## src/rtl/core/gsng_pkg.sv

```systemverilog
`timescale 1ns / 1ps
// ---------------------------------------------------------------------------
// gsng_pkg
// Shared types, widths and stencil tables of the grid stencil neighbor
// generator.
// ---------------------------------------------------------------------------
package gsng_pkg;

  localparam int COORD_W = 10;
  localparam int DIM_W   = 11;
  localparam int IDX_W   = 30;
  localparam int EDGE_W  = 35;
  localparam int ROW_W   = 22;   // y + ny*z
  localparam int PYZ_W   = 21;   // ny*z
  localparam int SZ_W    = 22;   // nx*ny
  localparam int OFS_W   = 5;    // offset table index

  localparam int MAX_DIM_DEF     = 1024;
  localparam int MAX_STENCIL_DEF = 26;

  localparam int STENCIL6_LEN  = 6;
  localparam int STENCIL26_LEN = 26;

  // per-axis step codes
  localparam logic [1:0] STEP_ZER = 2'b00;
  localparam logic [1:0] STEP_POS = 2'b01;
  localparam logic [1:0] STEP_NEG = 2'b11;

  typedef struct packed {
    logic [1:0] dz;
    logic [1:0] dy;
    logic [1:0] dx;
  } off_t;

  typedef struct packed {
    logic [COORD_W-1:0] coord_x;
    logic [COORD_W-1:0] coord_y;
    logic [COORD_W-1:0] coord_z;
    logic               start_grid;
  } in_t;

  typedef struct packed {
    logic [IDX_W-1:0]  node_index;
    logic [IDX_W-1:0]  neighbor_index;
    logic [EDGE_W-1:0] edge_position;
    logic              has_neighbor;
    logic              coord_error;
    logic              last;
  } out_t;

  typedef struct packed {
    logic [DIM_W-1:0] dim_x;
    logic [DIM_W-1:0] dim_y;
    logic [DIM_W-1:0] dim_z;
    logic             stencil_mode;
  } cfg_t;

  typedef struct packed {
    logic accept;
    logic calc1;
    logic calc2;
    logic advance;
    logic emit_nb;
    logic emit_empty;
    logic emit_err;
  } cmd_t;

  typedef struct packed {
    logic range_ok;
    logic mask_empty;
    logic cur_valid;
    logic cur_last;
    logic out_free;
  } sts_t;

  // 26-cell stencil: dz outer, dy, dx inner, center skipped
  localparam off_t OFF26 [STENCIL26_LEN] = '{
    {STEP_NEG, STEP_NEG, STEP_NEG}, {STEP_NEG, STEP_NEG, STEP_ZER},
    {STEP_NEG, STEP_NEG, STEP_POS}, {STEP_NEG, STEP_ZER, STEP_NEG},
    {STEP_NEG, STEP_ZER, STEP_ZER}, {STEP_NEG, STEP_ZER, STEP_POS},
    {STEP_NEG, STEP_POS, STEP_NEG}, {STEP_NEG, STEP_POS, STEP_ZER},
    {STEP_NEG, STEP_POS, STEP_POS},
    {STEP_ZER, STEP_NEG, STEP_NEG}, {STEP_ZER, STEP_NEG, STEP_ZER},
    {STEP_ZER, STEP_NEG, STEP_POS}, {STEP_ZER, STEP_ZER, STEP_NEG},
    {STEP_ZER, STEP_ZER, STEP_POS}, {STEP_ZER, STEP_POS, STEP_NEG},
    {STEP_ZER, STEP_POS, STEP_ZER}, {STEP_ZER, STEP_POS, STEP_POS},
    {STEP_POS, STEP_NEG, STEP_NEG}, {STEP_POS, STEP_NEG, STEP_ZER},
    {STEP_POS, STEP_NEG, STEP_POS}, {STEP_POS, STEP_ZER, STEP_NEG},
    {STEP_POS, STEP_ZER, STEP_ZER}, {STEP_POS, STEP_ZER, STEP_POS},
    {STEP_POS, STEP_POS, STEP_NEG}, {STEP_POS, STEP_POS, STEP_ZER},
    {STEP_POS, STEP_POS, STEP_POS}
  };

  // face stencil: -x, +x, -y, +y, -z, +z
  localparam off_t OFF6 [STENCIL6_LEN] = '{
    {STEP_ZER, STEP_ZER, STEP_NEG}, {STEP_ZER, STEP_ZER, STEP_POS},
    {STEP_ZER, STEP_NEG, STEP_ZER}, {STEP_ZER, STEP_POS, STEP_ZER},
    {STEP_NEG, STEP_ZER, STEP_ZER}, {STEP_POS, STEP_ZER, STEP_ZER}
  };

  function automatic off_t offset_at(input logic mode, input logic [OFS_W-1:0] idx);
    off_t o;
    o = '0;
    if (mode) begin
      if (idx < OFS_W'(STENCIL26_LEN)) o = OFF26[idx];
    end else begin
      if (idx < OFS_W'(STENCIL6_LEN)) o = OFF6[idx[2:0]];
    end
    return o;
  endfunction

  // signed step of a 30-bit stride
  function automatic logic [IDX_W-1:0] step_term(input logic [1:0] code,
                                                  input logic [IDX_W-1:0] stride);
    logic [IDX_W-1:0] t;
    t = '0;
    if (code == STEP_POS) t = stride;
    else if (code == STEP_NEG) t = IDX_W'(0) - stride;
    return t;
  endfunction

  // step allowed on an axis given the boundary flags
  function automatic logic step_ok(input logic [1:0] code, input logic can_neg,
                                   input logic can_pos);
    logic ok;
    ok = 1'b1;
    if (code == STEP_POS) ok = can_pos;
    else if (code == STEP_NEG) ok = can_neg;
    return ok;
  endfunction

endpackage

```

## src/rtl/core/gsng_regs.sv

```systemverilog
`timescale 1ns / 1ps
// ---------------------------------------------------------------------------
// gsng_regs
// APB register file: grid dimensions and stencil mode.
// ---------------------------------------------------------------------------
module gsng_regs (
  input  logic               clk,
  input  logic               rst,
  input  logic               psel,
  input  logic               penable,
  input  logic               pwrite,
  input  logic [3:0]         paddr,
  input  logic [31:0]        pwdata,
  output logic [31:0]        prdata,
  output logic               pready,
  output gsng_pkg::cfg_t     cfg
);

  localparam logic [1:0] REG_DIM_X = 2'd0;
  localparam logic [1:0] REG_DIM_Y = 2'd1;
  localparam logic [1:0] REG_DIM_Z = 2'd2;
  localparam logic [1:0] REG_MODE  = 2'd3;

  logic wr_en;

  assign pready = 1'b1;
  assign wr_en  = psel && penable && pwrite;

  always_ff @(posedge clk) begin
    if (rst) begin
      cfg.dim_x        <= gsng_pkg::DIM_W'(1);
      cfg.dim_y        <= gsng_pkg::DIM_W'(1);
      cfg.dim_z        <= gsng_pkg::DIM_W'(1);
      cfg.stencil_mode <= 1'b0;
    end else if (wr_en) begin
      unique case (paddr[3:2])
        REG_DIM_X: cfg.dim_x <= pwdata[gsng_pkg::DIM_W-1:0];
        REG_DIM_Y: cfg.dim_y <= pwdata[gsng_pkg::DIM_W-1:0];
        REG_DIM_Z: cfg.dim_z <= pwdata[gsng_pkg::DIM_W-1:0];
        REG_MODE:  cfg.stencil_mode <= pwdata[0];
      endcase
    end
  end

  always_comb begin
    unique case (paddr[3:2])
      REG_DIM_X: prdata = 32'(cfg.dim_x);
      REG_DIM_Y: prdata = 32'(cfg.dim_y);
      REG_DIM_Z: prdata = 32'(cfg.dim_z);
      REG_MODE:  prdata = 32'(cfg.stencil_mode);
    endcase
  end

endmodule

```

## src/rtl/core/gsng_ctrl.sv

```systemverilog
`timescale 1ns / 1ps
// ---------------------------------------------------------------------------
// gsng_ctrl
// Sequencer: index setup, stencil scan and result emission per cell.
// ---------------------------------------------------------------------------
module gsng_ctrl (
  input  logic            clk,
  input  logic            rst,
  input  logic            in_valid,
  output logic            in_stall,
  input  gsng_pkg::sts_t  sts,
  output gsng_pkg::cmd_t  cmd
);

  typedef enum logic [2:0] {
    S_IDLE,
    S_CALC1,
    S_CALC2,
    S_SCAN,
    S_EMPTY,
    S_ERR
  } state_t;

  state_t state, state_next;

  assign in_stall = (state != S_IDLE);

  always_comb begin
    cmd        = '0;
    state_next = state;
    unique case (state)
      S_IDLE: begin
        if (in_valid) begin
          cmd.accept = 1'b1;
          state_next = S_CALC1;
        end
      end
      S_CALC1: begin
        cmd.calc1  = 1'b1;
        state_next = sts.range_ok ? S_CALC2 : S_ERR;
      end
      S_CALC2: begin
        cmd.calc2  = 1'b1;
        state_next = sts.mask_empty ? S_EMPTY : S_SCAN;
      end
      S_SCAN: begin
        if (!sts.cur_valid) begin
          cmd.advance = 1'b1;
        end else if (sts.out_free) begin
          cmd.emit_nb = 1'b1;
          if (sts.cur_last) state_next = S_IDLE;
          else cmd.advance = 1'b1;
        end
      end
      S_EMPTY: begin
        if (sts.out_free) begin
          cmd.emit_empty = 1'b1;
          state_next     = S_IDLE;
        end
      end
      S_ERR: begin
        if (sts.out_free) begin
          cmd.emit_err = 1'b1;
          state_next   = S_IDLE;
        end
      end
      default: state_next = S_IDLE;
    endcase
  end

  always_ff @(posedge clk) begin
    if (rst) state <= S_IDLE;
    else state <= state_next;
  end

endmodule

```

## src/rtl/core/gsng_dp.sv

```systemverilog
`timescale 1ns / 1ps
// ---------------------------------------------------------------------------
// gsng_dp
// Datapath: cell registers, index multipliers, neighbor mask, edge count
// and output register.
// ---------------------------------------------------------------------------
module gsng_dp #(
  parameter int MAX_DIM     = gsng_pkg::MAX_DIM_DEF,
  parameter int MAX_STENCIL = gsng_pkg::MAX_STENCIL_DEF
) (
  input  logic            clk,
  input  logic            rst,
  input  gsng_pkg::cfg_t  cfg,
  input  gsng_pkg::in_t   in_data,
  input  gsng_pkg::cmd_t  cmd,
  output gsng_pkg::sts_t  sts,
  output logic            out_valid,
  input  logic            out_stall,
  output gsng_pkg::out_t  out_data
);

  localparam int DIM_FULL = (1 << gsng_pkg::DIM_W) - 1;
  localparam logic [gsng_pkg::DIM_W-1:0] DIM_CAP =
    (MAX_DIM > DIM_FULL) ? gsng_pkg::DIM_W'(DIM_FULL) : gsng_pkg::DIM_W'(MAX_DIM);
  localparam int IW = (MAX_STENCIL > 1) ? $clog2(MAX_STENCIL) : 1;

  logic [gsng_pkg::COORD_W-1:0] cx, cy, cz;
  logic [gsng_pkg::DIM_W-1:0]   nx, ny, nz;
  logic [gsng_pkg::PYZ_W-1:0]   prod_yz;
  logic [gsng_pkg::SZ_W-1:0]    stride_z;
  logic [gsng_pkg::IDX_W-1:0]   node;
  logic [gsng_pkg::ROW_W-1:0]   row;
  logic [32:0]                  node_full;
  logic [MAX_STENCIL-1:0]       mask_reg, mask_next;
  logic [IW-1:0]                idx;
  logic [gsng_pkg::EDGE_W-1:0]  edge_total;
  logic                         can_xn, can_xp, can_yn, can_yp, can_zn, can_zp;
  gsng_pkg::off_t               cur_off;
  logic [gsng_pkg::IDX_W-1:0]   nb_index;
  logic                         load;

  assign nx = (cfg.dim_x > DIM_CAP) ? DIM_CAP : cfg.dim_x;
  assign ny = (cfg.dim_y > DIM_CAP) ? DIM_CAP : cfg.dim_y;
  assign nz = (cfg.dim_z > DIM_CAP) ? DIM_CAP : cfg.dim_z;

  // boundary flags of the held cell
  assign can_xn = (cx != '0);
  assign can_yn = (cy != '0);
  assign can_zn = (cz != '0);
  assign can_xp = ((gsng_pkg::DIM_W'(cx) + 1'b1) < nx);
  assign can_yp = ((gsng_pkg::DIM_W'(cy) + 1'b1) < ny);
  assign can_zp = ((gsng_pkg::DIM_W'(cz) + 1'b1) < nz);

  always_comb begin
    gsng_pkg::off_t o;
    logic in_len;
    mask_next = '0;
    for (int i = 0; i < MAX_STENCIL; i++) begin
      o      = gsng_pkg::offset_at(cfg.stencil_mode, gsng_pkg::OFS_W'(i));
      in_len = cfg.stencil_mode ? (i < gsng_pkg::STENCIL26_LEN)
                                : (i < gsng_pkg::STENCIL6_LEN);
      mask_next[i] = in_len && gsng_pkg::step_ok(o.dx, can_xn, can_xp)
                            && gsng_pkg::step_ok(o.dy, can_yn, can_yp)
                            && gsng_pkg::step_ok(o.dz, can_zn, can_zp);
    end
  end

  assign row       = gsng_pkg::ROW_W'(cy) + gsng_pkg::ROW_W'(prod_yz);
  assign node_full = 33'(cx) + 33'(nx) * 33'(row);

  assign cur_off  = gsng_pkg::offset_at(cfg.stencil_mode, gsng_pkg::OFS_W'(idx));
  assign nb_index = node
                  + gsng_pkg::step_term(cur_off.dx, gsng_pkg::IDX_W'(1))
                  + gsng_pkg::step_term(cur_off.dy, gsng_pkg::IDX_W'(nx))
                  + gsng_pkg::step_term(cur_off.dz, gsng_pkg::IDX_W'(stride_z));

  assign sts.range_ok   = (gsng_pkg::DIM_W'(cx) < nx) && (gsng_pkg::DIM_W'(cy) < ny)
                       && (gsng_pkg::DIM_W'(cz) < nz);
  assign sts.mask_empty = (mask_reg == '0);
  assign sts.cur_valid  = mask_reg[idx];
  assign sts.cur_last   = (((mask_reg >> idx) >> 1) == '0);
  assign sts.out_free   = !out_valid || !out_stall;

  assign load = cmd.emit_nb || cmd.emit_empty || cmd.emit_err;

  always_ff @(posedge clk) begin
    if (cmd.accept) begin
      cx <= in_data.coord_x;
      cy <= in_data.coord_y;
      cz <= in_data.coord_z;
    end
    if (cmd.calc1) begin
      prod_yz  <= gsng_pkg::PYZ_W'(ny) * gsng_pkg::PYZ_W'(cz);
      stride_z <= gsng_pkg::SZ_W'(nx) * gsng_pkg::SZ_W'(ny);
      mask_reg <= mask_next;
    end
    if (cmd.calc2) node <= node_full[gsng_pkg::IDX_W-1:0];
    if (cmd.accept) idx <= '0;
    else if (cmd.advance) idx <= idx + 1'b1;

    if (cmd.emit_nb) begin
      out_data.node_index     <= node;
      out_data.neighbor_index <= nb_index;
      out_data.edge_position  <= edge_total;
      out_data.has_neighbor   <= 1'b1;
      out_data.coord_error    <= 1'b0;
      out_data.last           <= sts.cur_last;
    end else if (cmd.emit_empty) begin
      out_data.node_index     <= node;
      out_data.neighbor_index <= '0;
      out_data.edge_position  <= edge_total;
      out_data.has_neighbor   <= 1'b0;
      out_data.coord_error    <= 1'b0;
      out_data.last           <= 1'b1;
    end else if (cmd.emit_err) begin
      out_data.node_index     <= '0;
      out_data.neighbor_index <= '0;
      out_data.edge_position  <= edge_total;
      out_data.has_neighbor   <= 1'b0;
      out_data.coord_error    <= 1'b1;
      out_data.last           <= 1'b1;
    end
  end

  always_ff @(posedge clk) begin
    if (rst) begin
      edge_total <= '0;
      out_valid  <= 1'b0;
    end else begin
      if (cmd.accept && in_data.start_grid) edge_total <= '0;
      else if (cmd.emit_nb) edge_total <= edge_total + 1'b1;
      if (load) out_valid <= 1'b1;
      else if (!out_stall) out_valid <= 1'b0;
    end
  end

endmodule

```

## src/rtl/core/grid_stencil_neighbor_generator.sv

```systemverilog
`timescale 1ns / 1ps
// ---------------------------------------------------------------------------
// grid_stencil_neighbor_generator
// Emits the in-bounds stencil neighbors of a 3D grid cell in CSR order.
// ---------------------------------------------------------------------------
// Usage:
//   Input channel (in_valid/in_stall/in_data) takes one cell coordinate and a
//   start flag that clears the running edge count. Output channel
//   (out_valid/out_stall/out_data) gives one transaction per in-bounds
//   neighbor, the final one flagged last; a cell without neighbors or with an
//   out-of-range coordinate gives a single flagged transaction.
//   Grid dimensions and stencil mode are set over the APB port while idle.
// Timing:
//   Per in-range cell the setup states CALC1 (index multiplies, neighbor
//   mask) and CALC2 (node index) run first, then the stencil scan handles
//   one offset per cycle up to the last valid one, waiting on a valid one
//   while the output register is held. An out-of-range coordinate goes
//   from CALC1 to the error state, which loads its single flagged result.
//   The next cell is taken in the cycle after the last result is loaded into
//   the output register.
// Reset: rst clears sequencer, output valid, edge count; dims reset to 1.
// Stall: out_stall holds the output register; the scan waits on it.
// ---------------------------------------------------------------------------
module grid_stencil_neighbor_generator #(
  parameter int MAX_DIM     = gsng_pkg::MAX_DIM_DEF,
  parameter int MAX_STENCIL = gsng_pkg::MAX_STENCIL_DEF
) (
  input  logic            clk,
  input  logic            rst,
  input  logic            in_valid,
  output logic            in_stall,
  input  gsng_pkg::in_t   in_data,
  output logic            out_valid,
  input  logic            out_stall,
  output gsng_pkg::out_t  out_data,
  input  logic            psel,
  input  logic            penable,
  input  logic            pwrite,
  input  logic [3:0]      paddr,
  input  logic [31:0]     pwdata,
  output logic [31:0]     prdata,
  output logic            pready
);

  gsng_pkg::cfg_t cfg;
  gsng_pkg::cmd_t cmd;
  gsng_pkg::sts_t sts;

  gsng_regs u_regs (
    .clk     (clk),
    .rst     (rst),
    .psel    (psel),
    .penable (penable),
    .pwrite  (pwrite),
    .paddr   (paddr),
    .pwdata  (pwdata),
    .prdata  (prdata),
    .pready  (pready),
    .cfg     (cfg)
  );

  gsng_ctrl u_ctrl (
    .clk      (clk),
    .rst      (rst),
    .in_valid (in_valid),
    .in_stall (in_stall),
    .sts      (sts),
    .cmd      (cmd)
  );

  gsng_dp #(
    .MAX_DIM     (MAX_DIM),
    .MAX_STENCIL (MAX_STENCIL)
  ) u_dp (
    .clk       (clk),
    .rst       (rst),
    .cfg       (cfg),
    .in_data   (in_data),
    .cmd       (cmd),
    .sts       (sts),
    .out_valid (out_valid),
    .out_stall (out_stall),
    .out_data  (out_data)
  );

endmodule

```

## config.mk

```make
export PLATFORM = sky130hd
export DESIGN_NAME = grid_stencil_neighbor_generator
export DESIGN_NICKNAME = d
export VERILOG_FILES = /design/src/rtl/core/gsng_pkg.sv /design/src/rtl/core/gsng_regs.sv /design/src/rtl/core/gsng_ctrl.sv /design/src/rtl/core/gsng_dp.sv /design/src/rtl/core/grid_stencil_neighbor_generator.sv
export SDC_FILE = /design/constraint.sdc
export NUM_CORES = 2
export LEC_CHECK = 0
export BUFFER_PORTS_ARGS = -buffer_cell sky130_fd_sc_hd__buf_2
export CORE_UTILIZATION = 45
export DETAILED_ROUTE_END_ITERATION = 6
export GPL_TIMING_DRIVEN = 0
export PLACE_DENSITY = 0.63
export SLEW_MARGIN = 10
export SYNTH_ARGS = -nofsm -noshare
export SYNTH_HDL_FRONTEND = slang
export SYNTH_SLANG_ARGS = --single-unit
```

## constraint.sdc

```tcl
create_clock -name clk -period 11.5 [get_ports clk]
set_input_delay 2.875 -clock clk [delete_from_list [all_inputs] [get_ports clk]]
set_output_delay 2.875 -clock clk [all_outputs]
set_load 0.03 [all_outputs]
```

# Word level (Yosys, flattened, before mapping)
# Memories as Yosys holds them, arrays and structs flattened.
# Index checks and enable logic that the tools add are counted.
dict set report word_totals {
  regBits 305
  rom_bits 240
  output_inout_bits 133
  elab_cells 543
  memories 2
}
# name depth word_bits rd rd_ports_with_merged_regs wr line
set memory_table {}
lappend memory_table {{(no name shown)} 32 6 1 0 0 gsng_pkg.sv:105} ;# if (idx < OFS_W'(STENCIL26_LEN)) o = OFF26[idx];
lappend memory_table {{(no name shown)} 8 6 1 0 0 gsng_pkg.sv:107} ;# if (idx < OFS_W'(STENCIL6_LEN)) o = OFF6[idx[2:0]];
dict set report op_classes {
  addsub 12
  mul 3
  magnitude_cmp 14
  eq_ne 170
  n_shift 1
  mux 220
  bitwise_logic 2
  n_reduce_logical 98
}
# operator n
set op_table {}
lappend op_table {{2-to-1 mux 98 bit} 3}
lappend op_table {{2-to-1 mux 30 bit} 6}
lappend op_table {{2-to-1 mux 1 bit} 165}
lappend op_table {{case mux 32 bit (4 select lines)} 1}
lappend op_table {{equality test 2 bit (second input constant)} 57}
lappend op_table {{equality test 2 x 1 -> 1 bit (second input constant)} 56}
lappend op_table {{adder 30 bit} 3}
lappend op_table {{2-to-1 mux 6 bit} 15}
lappend op_table {{logical AND 1 bit} 75}
lappend op_table {{zero test 26 bit} 2}
lappend op_table {{2-to-1 mux 5 bit} 9}
lappend op_table {{adder 35 x 1 -> 35 bit (second input constant)} 1}
lappend op_table {{adder 10 x 1 -> 11 bit (second input constant)} 3}
lappend op_table {{greater-than comparator 11 bit (second input constant)} 3}
lappend op_table {{< comparator 10 x 11 -> 1 bit} 3}
lappend op_table {{< comparator 11 bit} 3}
lappend op_table {{2-to-1 mux 11 bit} 3}
lappend op_table {{adder 10 x 30 -> 30 bit} 1}
lappend op_table {{multiplier 11 x 22 -> 30 bit} 1}
lappend op_table {{2-to-1 mux 3 bit} 10}
lappend op_table {{nonzero test 10 bit} 3}
lappend op_table {{equality test 1 x 2 -> 1 bit (second input constant)} 13}
lappend op_table {{>> shifter 26 x 5 -> 26 bit} 1}
lappend op_table {{subtractor 1 x 22 -> 23 bit (first input constant)} 1}
lappend op_table {{33 further kinds} 82}

# Longest topological paths before layout
dict set report logic_depth {
  ltp_word 13
  ltp_mapped 30
  depth_no_buf 30
}

# By module
# A second synthesis with hierarchy kept.
dict set report hier_totals {
  hier_cells 3507
  area_unflattened_um2 33347.0
}
# module n_inst cells_per_inst area_each_um2 seq_area_each_um2
set modules_own_cells {}
lappend modules_own_cells {gsng_dp 1 3280 31263.7 7617.3}
lappend modules_own_cells {gsng_regs 1 190 1805.5 680.7}
lappend modules_own_cells {gsng_ctrl 1 37 277.8 60.1}

# Least setup slack after synthesis
# Ideal clock, no wire load.
dict set report synth_timing {
  path_type {register to register}
  start {reg u_dp.idx[3]}
  end {reg u_dp.out_data[59] (netlist name)}
  setup_ps 260
  arrival_time_ps 8101
  required_time_ps 11240
  slack_ps 3138
  stages_incl_launch_ff 24
  path_buffers 3
  cell_sequence {dfxtp_1 > clkbuf_1 > clkbuf_1 > buf_1 > nor2_1 > a211oi_1 > a311oi_1 > a31oi_1 > nor2_1 > o21ai_0 > fa_1 > inv_1 > fa_1 > ha_1 > fa_1 > a21o_1 > a21o_1 > a2111oi_2 > o21ai_0 > a21boi_1 > nor2_1 > a211oi_1 > o2bb2ai_1 > mux2i_1}
}
dict set report synth_via {
  elab_chain_cells 13
  elab_cells_between_ends 29
  classes_between {3 x add/sub; 2 x order compare; 6 x eq/ne; 16 x mux; 1 x bitwise; 1 x memory}
}
# item line
set synth_lines {}
lappend synth_lines {{start, declared} gsng_dp.sv:35} ;# logic [IW-1:0] idx;
lappend synth_lines {{start signal, assigned} gsng_dp.sv:99} ;# else if (cmd.advance) idx <= idx + 1'b1;
lappend synth_lines {{NOT 5 -> 6 bit (implied by the code)} gsng_pkg.sv:105}
lappend synth_lines {{memory read (32 x 6 bit)} --}
lappend synth_lines {{2-to-1 mux 6 bit (implied by the code) (2 in a row)} gsng_pkg.sv:105}
lappend synth_lines {{2-to-1 mux 6 bit} gsng_pkg.sv:105}
lappend synth_lines {{2-to-1 mux 6 bit} gsng_pkg.sv:104} ;# if (mode) begin
lappend synth_lines {{equality test 2 bit} gsng_pkg.sv:118} ;# else if (code == STEP_NEG) t = IDX_W'(0) - stride;
lappend synth_lines {{2-to-1 mux 30 bit} gsng_pkg.sv:118}
lappend synth_lines {{2-to-1 mux 30 bit} gsng_pkg.sv:117} ;# if (code == STEP_POS) t = stride;
lappend synth_lines {{adder 30 bit} gsng_dp.sv:73} ;# + gsng_pkg::step_term(cur_off.dx, gsng_pkg::IDX_W'(1))
lappend synth_lines {{adder 30 bit} gsng_dp.sv:74} ;# + gsng_pkg::step_term(cur_off.dy, gsng_pkg::IDX_W'(nx))
lappend synth_lines {{adder 30 bit} gsng_dp.sv:75} ;# + gsng_pkg::step_term(cur_off.dz, gsng_pkg::IDX_W'(stride_z));
lappend synth_lines {{2-to-1 mux 98 bit *} gsng_dp.sv:101} ;# if (cmd.emit_nb) begin
# Mark *: on every way between the ends. The rest lies on a longest branch, timed or not. The select of a mux whose other input is x is not followed.
# A chain may end at the register's enable or synchronous reset.

# Worst setup path after layout
dict set report layout_timing {
  start {reg u_dp.cy[0] (netlist name)}
  end {reg u_dp.node[28] (netlist name), data pin}
}
dict set report layout_via {
  elab_chain_cells 3
}
# item line
set layout_lines {}
lappend layout_lines {{start, declared} gsng_dp.sv:27} ;# logic [gsng_pkg::COORD_W-1:0] cx, cy, cz;
lappend layout_lines {{start signal, assigned} gsng_dp.sv:89} ;# cy <= in_data.coord_y;
lappend layout_lines {{adder 10 x 21 -> 22 bit} gsng_dp.sv:68} ;# assign row = gsng_pkg::ROW_W'(cy) + gsng_pkg::ROW_W'(prod_yz);
lappend layout_lines {{multiplier 11 x 22 -> 30 bit} gsng_dp.sv:69} ;# assign node_full = 33'(cx) + 33'(nx) * 33'(row);
lappend layout_lines {{adder 10 x 30 -> 30 bit} gsng_dp.sv:69}
lappend layout_lines {{net u_dp.node_full[28]} gsng_dp.sv:33} ;# logic [32:0] node_full;
lappend layout_lines {{end signal, assigned} gsng_dp.sv:97} ;# if (cmd.calc2) node <= node_full[gsng_pkg::IDX_W-1:0];
lappend layout_lines {{end, declared} gsng_dp.sv:31} ;# logic [gsng_pkg::IDX_W-1:0] node;
# The timed path passes the listed nets, and every way through them passes these cells.

==> Implementation_results.wiki <==
{| class="wikitable"
! Metric !! Value
|-
| Net Sw Frac || 0.3481
|-
| TritonCTS clock tree || done
|-
| Hold-fix buffers, CTS || 0
|-
| Count of synthesis-stage warnings from yosys || 0
|-
| Asr flop ratio synth || 0
|-
| Worst Path Required || 11810 ps
|-
| Maximum vdd ir drop || 0.0001021 V
|-
| Launch point of the worst path || u_dp.cy[0]
|-
| Buffers plus inverters on the worst setup path || 4
|-
| Leakage || 16.47 nW
|-
| Clock Root Buffer || sky130_fd_sc_hd__clkbuf_16
|-
| Global route total overflow || 0
|-
| Buffer levels on the longest clock path || 3
|-
| Fillcell total || 6919
|-
| Clock-pin slew on the worst setup and hold paths || 60 ps
|-
| Routed Wire Length || 89110 um
|-
| Setup skew after layout || 26.56 ps
|-
| RSZ-0062 raised after global routing || false
|-
| Worst flop-to-flop path endpoint || u_dp.node[28]
|-
| Distinct cell type count of the synthesized netlist || 86
|-
| Placer Congestion || 0.9577
|-
| Commonest cells in the synthesized netlist || sky130_fd_sc_hd__inv_1 (533), sky130_fd_sc_hd__nand2_1 (455), sky130_fd_sc_hd__fa_1 (390)
|-
| Multiplexer area fraction after synthesis || 0.01544
|-
| Startpoint type of the worst setup path || flip-flop
|-
| Count of final setup violators || 0
|-
| Average cell area after synthesis || 9.305 um^2
|-
| Crit-path leading delay family || adder cells
|-
| Final core occ || 0.5034
|-
| Power density over cell area || 98.75 nW/um^2
|-
| Power share of the sequential group || 0.368
|-
| Register with the highest flop count || u_dp.out_data
|-
| Layout Nets || 4586
|-
| Portion of the clock cycle consumed by the worst path in the final layout || 0.7756
|-
| DR vias || 25441
|-
| Clock Latency Late Sink || 580 ps
|-
| Maximum number of pins on one net before global-route repair || 59
|-
| Y dimension of the die || 274.7 um
|-
| Post-synthesis instance area || 33470 um^2
|-
| Xor/xnor cell area share of the yosys netlist || 0.05103
|-
| Main combinational cell family by area after synthesis || adder cells
|-
| Effective utilization at floorplan || 0.4564
|-
| Remaining routing DRC violations || 15
|-
| Placed Area || 35710 um^2
|-
| Inst Count DP || 4742
|-
| Die area || 75470 um^2
|-
| Row count || 99
|-
| Drt wl/cell || 18.53 um
|-
| Peak clock frequency supported by timing || 112.1 MHz
|-
| Count of flip-flops with a built-in enable after synthesis || 225
|-
| TritonRoute pass-1 iters || 7
|-
| Origin of the worst min-delay path || u_dp.out_data[2]
|-
| Result of the run || complete, but fails checks
|-
| Most area-consuming cells after synthesis || sky130_fd_sc_hd__fa_1 (23%), sky130_fd_sc_hd__edfxtp_1 (20%), sky130_fd_sc_hd__ha_1 (11%), sky130_fd_sc_hd__inv_1 (6.0%), sky130_fd_sc_hd__nand2_1 (5.1%)
|-
| Synth Area in Simple Gates || 0.1685
|-
| Area fraction in compound gates after synthesis || 0.08587
|-
| Setup_tns || 0 ps
|-
| Count leader, synth || sky130_fd_sc_hd__inv_1
|-
| Area of combinational cells with multiple inputs || 22420 um^2
|-
| Final HPWL DP || 71780 um
|-
| Cells after Synth || 3597
|-
| Share of total power in the clock network || 0.320
|-
| Hold crit path type || flip-flop to flip-flop
|-
| Layout overhead on the synthesized area || 10.30%
|-
| Sw Pwr || 1.269 mW
|-
| Non-Filler Instances || 4809
|-
| Max-slew violation count || 0
|-
| Violations in the final reports || design-rule violations
|-
| Iteration-0 DRC Markers || 1806
|-
| Worst-case register-to-register setup slack || 2580 ps
|-
| Internal cell power || 2.377 mW
|-
| Flip-flop count of the largest register after layout || 98
|-
| Portion of the post-synthesis area used by sequential elements || 0.2497
|-
| Number of storage elements in the synthesis netlist || 305
|-
| CORE AREA || 73330 um^2
|-
| Post-CTS repair timing setup buffer count || 0
|-
| Resized Gates After CTS || 0
|-
| Registers with the most flip-flops || u_dp.out_data x98, u_dp.edge_total x35, u_regs.cfg x34
|-
| Time the final worst path needs with I/O delays and setup || 8919 ps
|-
| Crit path max-delay cell type || sky130_fd_sc_hd__xnor2_1
|-
| Register Area || 8358 um^2
|-
| Library cell with the largest summed area after synthesis || sky130_fd_sc_hd__fa_1
|-
| Number of buffer cells added on primary ports || 160
|-
| Most instantiated flip-flop cell in the synthesis netlist || sky130_fd_sc_hd__edfxtp_1
|-
| Biggest fanout along the worst timing path || 6
|-
| CP arrival || 9230 ps
|-
| Worst Reg2Reg Path Length in Cells || 29
|-
| Antenna diode count || 0
|-
| Worst Setup End Kind || flip-flop
|-
| Global-route wire length before repair || 141100 um
|-
| I/O pin count || 207
|-
| Total number of clock tree sinks || 305
|-
| Vias per inst || 5.290
|-
| Pin slew with the least headroom to its limit || 1092 ps
|-
| Capture point of the critical path || u_dp.node[28]
|-
| Portion of total power attributed to combinational logic || 0.312
|-
| Final hold violation count || 0
|-
| Share of layout cells above drive strength 1 || 0.07922
|-
| H-tree depth || 2
|-
| Startpoint-to-endpoint class of the critical path || flip-flop to flip-flop
|-
| Number of max-cap violations || 0
|-
| Worst path most repeated cell || sky130_fd_sc_hd__fa_1
|-
| GRT Resource Usage Total || 0.2415
|-
| Adder-cell share of the synthesized area || 0.3454
|-
| Top-area cell type share of the netlist area || 0.2333
|-
| Worst-case setup slack after placement || 2767 ps
|-
| Post-route cell area || 36920 um^2
|-
| Worst r2r src || u_dp.cy[0]
|-
| Antenna Nets Post-Route || 0
|-
| Number of antenna violations at the first check in global routing || 1
|-
| Critical Path Max Stage Delay || 680 ps
|-
| Number of buffers added by the clock tree synthesis step || 37
|-
| Stages on the worst setup path || 29
|-
| Vias in the first global route || 25244
|-
| Headroom to the max-slew limit || 0.2722
|-
| X dimension of the die || 274.7 um
|-
| Min setup slack post-route || 2581 ps
|}
## metal layers
metal  vias to the layer above  global-route usage  part of all wire
met5                         -                   0                 0
met4                         0             0.08143             0.034
met3                       147             0.02959             0.069
met2                       827              0.4008              0.46
met1                     12366              0.3262              0.43
li1                      12101                   -                 -
## worst register-to-register path, delay by kind of cell, from the launching register on
family	cells	cell delay [ps]
and+or+nand+nor	3	500
DFF	1	610
adders and majority gates	8	3690
AOI/OAI and AO/OA	12	2710
buffers and inverters	4	210
xor gates and xnor gates	2	940
## layout make-up
cell class / instances / share of cell area
Multi-Input combinational cell: 2601 / 0.6072
Sequential cell: 305 / 0.2264
Inverter: 547 / 0.05568
Tap cell: 959 / 0.03250
Clock buffer: 44 / 0.02579
Timing Repair Buffer: 166 / 0.02515
Buffer: 164 / 0.02037
Clock inverter: 23 / 0.006948
## worst min-delay path by stage
stage          depth (start not counted)          endpoint  slack (ps)
6_report                               2  u_dp.out_data[2]         460
4_1_cts                                2  u_dp.out_data[2]         460
2_1_floorplan                          2    u_regs.cfg[24]         440
3_3_place_gp                           2  u_dp.out_data[2]         430
3_5_place_dp                           2  u_dp.out_data[2]         460
5_1_grt                                2  u_dp.out_data[2]         490
## cell families after synthesis
kind of cell,Yosys count
other,2
AND/OR/NAND/NOR,1216
flip-flops,305
multiplexers,40
XOR/XNOR,195
AO/OA/AOI/OAI,438
adder cells (fa/ha/maj),690
buffers and inverters,711
## metrics by stage
step	power [mW]	hold WS, ps
3_5_place_dp	2.490	456.2
6_report	3.646	456.1
4_1_cts	3.672	464.2
2_1_floorplan	2.175	444.1
3_3_place_gp	2.474	431.5
5_1_grt	3.860	491.8
## power by group through the flow
stage / combinational (mW) / sequential [mW] / clock, mW
6_report: 1.14 / 1.34 / 1.17
5_1_grt: 1.27 / 1.35 / 1.24
4_1_cts: 1.13 / 1.34 / 1.20
3_5_place_dp: 1.13 / 1.36 / 0
3_3_place_gp: 1.10 / 1.37 / 0
2_1_floorplan: 0.792 / 1.38 / 0
## cells in the final DEF, fill, tap and decap left out, drive strengths merged, types with 83 or more instances in the layout
cell,count
inv,542
nand2,455
fa,390
ha,300
nor2,297
edfxtp,225
buf,216
clkbuf,158
a21oi,134
xnor2,126
and2,122
o21ai,83
No activity file was read; power rests on OpenSTA's default activity.
